==> src/sv/plid_pkg.sv <==
// ---------------------------------------------------------------------------
// plid_pkg
// Shared codes and types for the positional list block.
// ---------------------------------------------------------------------------
package plid_pkg;

  localparam logic [1:0] CMD_INSERT = 2'd0;
  localparam logic [1:0] CMD_DELETE = 2'd1;
  localparam logic [1:0] CMD_DUMP   = 2'd2;

  localparam logic [1:0] STS_OK    = 2'd0;
  localparam logic [1:0] STS_BAD   = 2'd1;
  localparam logic [1:0] STS_EMPTY = 2'd2;

  localparam int MAX_RESULTS = 32;

  typedef enum logic [1:0] {
    CELL_HOLD = 2'd0,
    CELL_INS  = 2'd1,
    CELL_DEL  = 2'd2,
    CELL_ROT  = 2'd3
  } cell_op_t;

endpackage

==> src/sv/plid_cell.sv <==
// ---------------------------------------------------------------------------
// plid_cell
// One list entry. Loads the new value, takes a neighbour's value or the
// head value, or holds, depending on the operation and its own place.
// ---------------------------------------------------------------------------
module plid_cell #(
  parameter int IDX = 0,
  parameter int PW  = 6
) (
  input  logic                  clk,
  input  plid_pkg::cell_op_t    op,
  input  logic [PW-1:0]         sel,
  input  logic signed [31:0]    item_value,
  input  logic signed [31:0]    prev_value,
  input  logic signed [31:0]    next_value,
  input  logic signed [31:0]    head_value,
  output logic signed [31:0]    value
);

  localparam logic [PW-1:0] IDX_V = PW'(IDX);

  logic signed [31:0] value_next;

  always_comb begin
    value_next = value;
    unique case (op)
      plid_pkg::CELL_INS: begin
        if (IDX_V == sel) value_next = item_value;
        else if (IDX_V > sel) value_next = prev_value;
      end
      plid_pkg::CELL_DEL: begin
        if (IDX_V >= sel) value_next = next_value;
      end
      plid_pkg::CELL_ROT: begin
        if (IDX_V < sel) value_next = next_value;
        else if (IDX_V == sel) value_next = head_value;
      end
      default: value_next = value;
    endcase
  end

  always_ff @(posedge clk) begin
    value <= value_next;
  end

endmodule

==> src/sv/positional_list_insert_delete.sv <==
// ---------------------------------------------------------------------------
// positional_list_insert_delete
// Ordered list of signed words held in a row of shifting cells.
// Insert, delete and bad commands: result registered, in the cycle after start.
// Dump: busy while the chain rotates one place a cycle, once per entry; one
// result per cycle, registered from the dump state. Empty dump: as for insert.
// Reset (synchronous) clears the length and control; entries are undefined.
// ---------------------------------------------------------------------------
module positional_list_insert_delete #(
  parameter int CAPACITY = 32
) (
  input  logic               clk,
  input  logic               rst,
  input  logic               start,
  output logic               busy,
  input  logic [1:0]         command,
  input  logic [5:0]         position,
  input  logic signed [31:0] item_value,
  output logic               done,
  output logic signed [31:0] read_value,
  output logic [1:0]         status,
  output logic               last
);

  localparam int CW = $clog2(CAPACITY + 1);
  localparam int PW = (CW > 6) ? CW : 6;

  typedef enum logic [1:0] {
    ST_IDLE = 2'b01,
    ST_DUMP = 2'b10
  } state_t;

  state_t             state, state_next;
  logic [CW-1:0]      count, count_next;
  logic [CW-1:0]      step, step_next;
  plid_pkg::cell_op_t op;
  logic [PW-1:0]      sel;
  logic [PW-1:0]      pos_x, count_x;
  logic               accept, ins_ok, del_ok;
  logic               done_next, last_next;
  logic [1:0]         status_next;
  logic signed [31:0] read_value_next;
  logic signed [31:0] vals [CAPACITY];
  logic [31:0]        n_m1;

  assign busy    = (state == ST_DUMP);
  assign accept  = start && !busy;
  assign pos_x   = PW'(position);
  assign count_x = PW'(count);
  assign ins_ok  = (count < CW'(CAPACITY)) && (pos_x <= count_x);
  assign del_ok  = (pos_x < count_x);
  assign n_m1    = (32'(count) > 32'(plid_pkg::MAX_RESULTS)) ?
                   32'(plid_pkg::MAX_RESULTS - 1) : 32'(count) - 32'd1;

  always_comb begin
    state_next      = state;
    count_next      = count;
    step_next       = step;
    op              = plid_pkg::CELL_HOLD;
    sel             = pos_x;
    done_next       = 1'b0;
    read_value_next = '0;
    status_next     = plid_pkg::STS_OK;
    last_next       = 1'b0;
    unique case (state)
      ST_IDLE: begin
        if (accept) begin
          done_next = 1'b1;
          last_next = 1'b1;
          case (command)
            plid_pkg::CMD_INSERT: begin
              if (ins_ok) begin
                op         = plid_pkg::CELL_INS;
                count_next = count + CW'(1);
              end else begin
                status_next = plid_pkg::STS_BAD;
              end
            end
            plid_pkg::CMD_DELETE: begin
              if (del_ok) begin
                op         = plid_pkg::CELL_DEL;
                count_next = count - CW'(1);
              end else begin
                status_next = plid_pkg::STS_BAD;
              end
            end
            plid_pkg::CMD_DUMP: begin
              if (count == '0) begin
                status_next = plid_pkg::STS_EMPTY;
              end else begin
                done_next  = 1'b0;
                last_next  = 1'b0;
                step_next  = '0;
                state_next = ST_DUMP;
              end
            end
            default: status_next = plid_pkg::STS_BAD;
          endcase
        end
      end
      ST_DUMP: begin
        op              = plid_pkg::CELL_ROT;
        sel             = count_x - PW'(1);
        done_next       = (32'(step) < 32'(plid_pkg::MAX_RESULTS));
        last_next       = (32'(step) == n_m1);
        read_value_next = vals[0];
        step_next       = step + CW'(1);
        if (step == count - CW'(1)) state_next = ST_IDLE;
      end
      default: state_next = ST_IDLE;
    endcase
  end

  always_ff @(posedge clk) begin
    if (rst) begin
      state <= ST_IDLE;
      count <= '0;
      step  <= '0;
      done  <= 1'b0;
    end else begin
      state <= state_next;
      count <= count_next;
      step  <= step_next;
      done  <= done_next;
    end
    read_value <= read_value_next;
    status     <= status_next;
    last       <= last_next;
  end

  for (genvar i = 0; i < CAPACITY; i++) begin : g_cell
    logic signed [31:0] prev_v, next_v;
    if (i == 0) begin : g_head
      assign prev_v = item_value;
    end else begin : g_mid
      assign prev_v = vals[i-1];
    end
    if (i == CAPACITY - 1) begin : g_tail
      assign next_v = vals[i];
    end else begin : g_body
      assign next_v = vals[i+1];
    end
    plid_cell #(
      .IDX (i),
      .PW  (PW)
    ) u_cell (
      .clk        (clk),
      .op         (op),
      .sel        (sel),
      .item_value (item_value),
      .prev_value (prev_v),
      .next_value (next_v),
      .head_value (vals[0]),
      .value      (vals[i])
    );
  end

endmodule
==> config.mk <==
export PLATFORM = sky130hd
export DESIGN_NAME = positional_list_insert_delete
export DESIGN_NICKNAME = d
export VERILOG_FILES = /design/src/sv/plid_pkg.sv /design/src/sv/plid_cell.sv /design/src/sv/positional_list_insert_delete.sv
export SDC_FILE = /design/constraint.sdc
export NUM_CORES = 2
export LEC_CHECK = 0
export ABC_CLOCK_PERIOD_IN_PS = 18900
export BUFFER_PORTS_ARGS = -buffer_cell sky130_fd_sc_hd__buf_4
export CAP_MARGIN = 15
export CORE_MARGIN = 5
export CORE_UTILIZATION = 35
export DETAILED_ROUTE_END_ITERATION = 16
export SLEW_MARGIN = 20
export SYNTH_ARGS = -nofsm -noshare
export SYNTH_HDL_FRONTEND = slang
export SYNTH_HIERARCHICAL = 1
export SYNTH_SLANG_ARGS = --single-unit
export TNS_END_PERCENT = 1
==> constraint.sdc <==
create_clock -name clk -period 18.9 [get_ports clk]
set_clock_uncertainty 0.2 [all_clocks]
set_input_delay 0.945 -clock clk [delete_from_list [all_inputs] [get_ports clk]]
set_output_delay 0.945 -clock clk [all_outputs]
set_load 0.005 [all_outputs]
==> flow_summary_export.csv <==
group,metric,value,unit
outcome,status,"complete, no violations",
sta,finalSetupViolations,0,
detailed_routing,routed_wl,282000,um
clock_tree,clkSlewWorstSetupHoldPaths,0.06,ns
clock_tree,holdBufCountCts,0,
sta,tightestPinTransition,1.18,ns
clock_tree,postCtsSetupBuffers,0,
sta,hold_ws,0.263,ns
global_route,grt_max_degree,169,
power_and_ir_drop,irDropWorstVdd,0.0000847,V
die,row_count,169,
synth,netlist_area,0.0742,mm^2
synth,synthFlopType,"edfxtp_1",
detailed_routing,ant_nets,0,
sta,min_period,7.61,ns
synth,yosysTopAreaCellShare,41.4,%
detailed_routing,wl_per_cell,30.3,um
die,initial_core_util,35.1,%
clock_tree,clock_path_buffers,3,
hold_path,min_from,"rst",
finish,area_growth,8.14,%
synth,synth_seq_cells,1074,
synth,synth_cell_types,130,
sta,setup_tns,0,ns
setup_path,slowest_stage,"buf_4",
setup_path,startpoint,"count[3]",
hold_path,holdPathStages,2,
synth,synth_edf_count,1024,
setup_path,critPathMaxFanout,155,
finish,fillers,20485,
place,dp.cells,9059,
synth,syn_area_per_cell,11.0,um^2
setup_path,reg2reg_depth,15,
die,core-area,0.212,mm^2
clock_tree,cts_sinks,1074,
clock_tree,cts_root_buf,"clkbuf_16",
global_route,antenna_found_initial,4,
synth,synth_top_area_cell,"edfxtp_1",
synth,postSynthCellCount,6761,
synth,synth_fp_nets,6816,
place,dpl_worst_slack,11.06,ns
detailed_routing,vias,63360,
sta,relSlewSlack,21.6,%
setup_path,startpoint_type,"register",
clock_tree,clock_latency,0.79,ns
sta,drv_slew,0,
detailed_routing,route.detailed.drc,0,
global_route,grt_usage,24.0,%
setup_path,cp.arrival,7.86,ns
flow_run,drv_cap,0,
setup_path,setup.worst_path.end_class,"register",
die,fp.dieW,471,um
sta,fin_ws,11.29,ns
setup_path,required,19.15,ns
die,ios,80,
clock_tree,cts_max_level,4,
synth,synthArstFlopShare,0,%
place,dp_hpwl,165000,um
detailed_routing,avgViaCountPerCell,6.81,
global_route,overflow,0,
setup_path,critPathBufInv,7,
place,routabilityCongestion,0.872,
setup_path,worstPathCellList,"inv_1 > ha_1 > a21o_1 > a21o_1 > a221o_1 > or3_1 > a21oi_4 > buf_4 > buf_4 > buf_12 > buf_4 > buf_4 > o21ai_0 > a21oi_4 > buf_4",
setup_path,cp_top_family,"buffers and inverters",
synth,ys.warnings.count,6,
synth,ys_top_cells_by_count,"edfxtp_1, mux2i_1, clkbuf_1",
clock_tree,cts_buffers,136,
detailed_routing,firstDrtPassIters,7,
clock_tree,cts_tree,"done",
detailed_routing,initialDrtViolationCount,9498,
setup_path,critical_path_class,"register to register",
setup_path,r2r-end,"g_cell[8].u_cell/value[20]",
setup_path,cp_common_cell,"buf_4",
synth,synth_most_common_cell,"edfxtp_1",
die,dieArea,0.221,mm^2
power_and_ir_drop,p_leak,25.5,nW
sta,rsz0062_at_grt,"false",
sta,hold_viol_final,0,
sta,max_freq,0.131,GHz
hold_path,hold_end,"count[5]",
setup_path,regToRegStartpoint,"count[3]",
power_and_ir_drop,power.density,72.0,mW/mm^2
global_route,grt_pass1_wl,415000,um
setup_path,critPathMaxStageDelay,0.73,ns
die,fp.dieH,471,um
finish,nets,6435,
place,io_buffers,79,
setup_path,regToRegSetupSlack,11.29,ns
finish,drive_gt1_share,15.4,%
synth,ys_seq_area_share,42.8,%
clock_tree,cts_resized,0,
hold_path,hold_path.class,"primary input to register",
finish,finalNonFillerCells,9310,
synth,ys_top_cells_by_area,"edfxtp_1, mux2i_1, a22oi_1",
sta,fin_crit_sh,40.3,%
global_route,first_global_vias,60796,
-- through the flow --
stage | area [um^2] | power, W | util, %
2_1_floorplan | 74200 | 0.00304 | -
3_3_place_gp | 75800 | 0.00321 | 35.8
3_5_place_dp | 75900 | 0.00322 | 35.8
4_1_cts | 80100 | 0.00579 | 37.9
5_1_grt | 80300 | 0.00593 | 37.9
6_report | 80300 | 0.00578 | 37.9
-- cell type report --
| class | instances | area [um^2] | share of cell area [%] |
|---|---|---|---|
| Multi-Input combinational cell | 4719 | 37700 | 47.0 |
| Sequential cell | 1074 | 31800 | 39.6 |
| Clock buffer | 170 | 3640 | 4.54 |
| Tap cell | 2821 | 3530 | 4.40 |
| Timing Repair Buffer | 285 | 2350 | 2.92 |
| Clock inverter | 75 | 633 | 0.789 |
| Inverter | 164 | 617 | 0.768 |
| Antenna cell | 2 | 5.00 | 0.00623 |
-- cells in the final DEF (no fill, tap or decap), types with 42 or more instances in the layout --
master and n:
and2_1 104, a211oi_2 60, a211oi_1 42, nor3_1 109, a32oi_1 223, edfxtp_1 1024, a41oi_1 129, mux2_2 69
nor2b_1 93, o31a_1 98, nand4b_1 132, inv_1 154, and3_1 70, o31ai_1 66, clkbuf_16 139, mux2i_1 806
dfxtp_1 50, buf_4 267, o21ai_0 400, o21ai_1 340, nand4_1 166, a31oi_1 167, nand3_1 174, nor2_1 52
a21oi_2 65, a21oi_1 99, a221o_1 66, a22oi_1 416
-- flip-flops by register name (all words and copies together), names as in the netlist --
register	cells
state	2
read_value	32
count	6
done	1
status	2
step	6
last	1
g_cell.u_cell/value	1024
-- per-layer routing --
metal	vias up	part of all wire (%)	global-route usage, %
li1	26885	-	-
met1	31749	41	33.8
met2	4007	43	35.9
met3	717	11	5.16
met4	2	4.6	9.86
met5	-	0.0046	0
-- worst max path at each step --
stage	end	slack [ns]	cells after the start
6_report	g_cell[8].u_cell/value[20]	11.29	15
5_1_grt	g_cell[8].u_cell/value[5]	10.97	15
4_1_cts	g_cell[8].u_cell/value[30]	11.49	15
3_5_place_dp	g_cell[8].u_cell/value[4]	11.06	15
3_3_place_gp	g_cell[8].u_cell/value[4]	11.15	15
2_1_floorplan	g_cell[10].u_cell/value[0]	8.91	8
-- logic make-up after synthesis --
kind of cell	after synthesis	synth area share (%)
AOI/OAI and AO/OA	2528	24.8
xor gates and xnor gates	7	0.0927
adders and majority gates	17	0.270
buffers and inverters	968	7.23
DFF	1074	42.8
muxes	938	13.6
and+or+nand+nor	1229	11.2
-- power breakdown --
part | switching (W) | total [W] | internal, W
Combinational | 0.000389 | 0.000543 | 0.000154
Sequential | 0.0000214 | 0.00265 | 0.00263
Clock | 0.00113 | 0.00258 | 0.00146
Note: power is estimated with default switching activity, not from simulation.
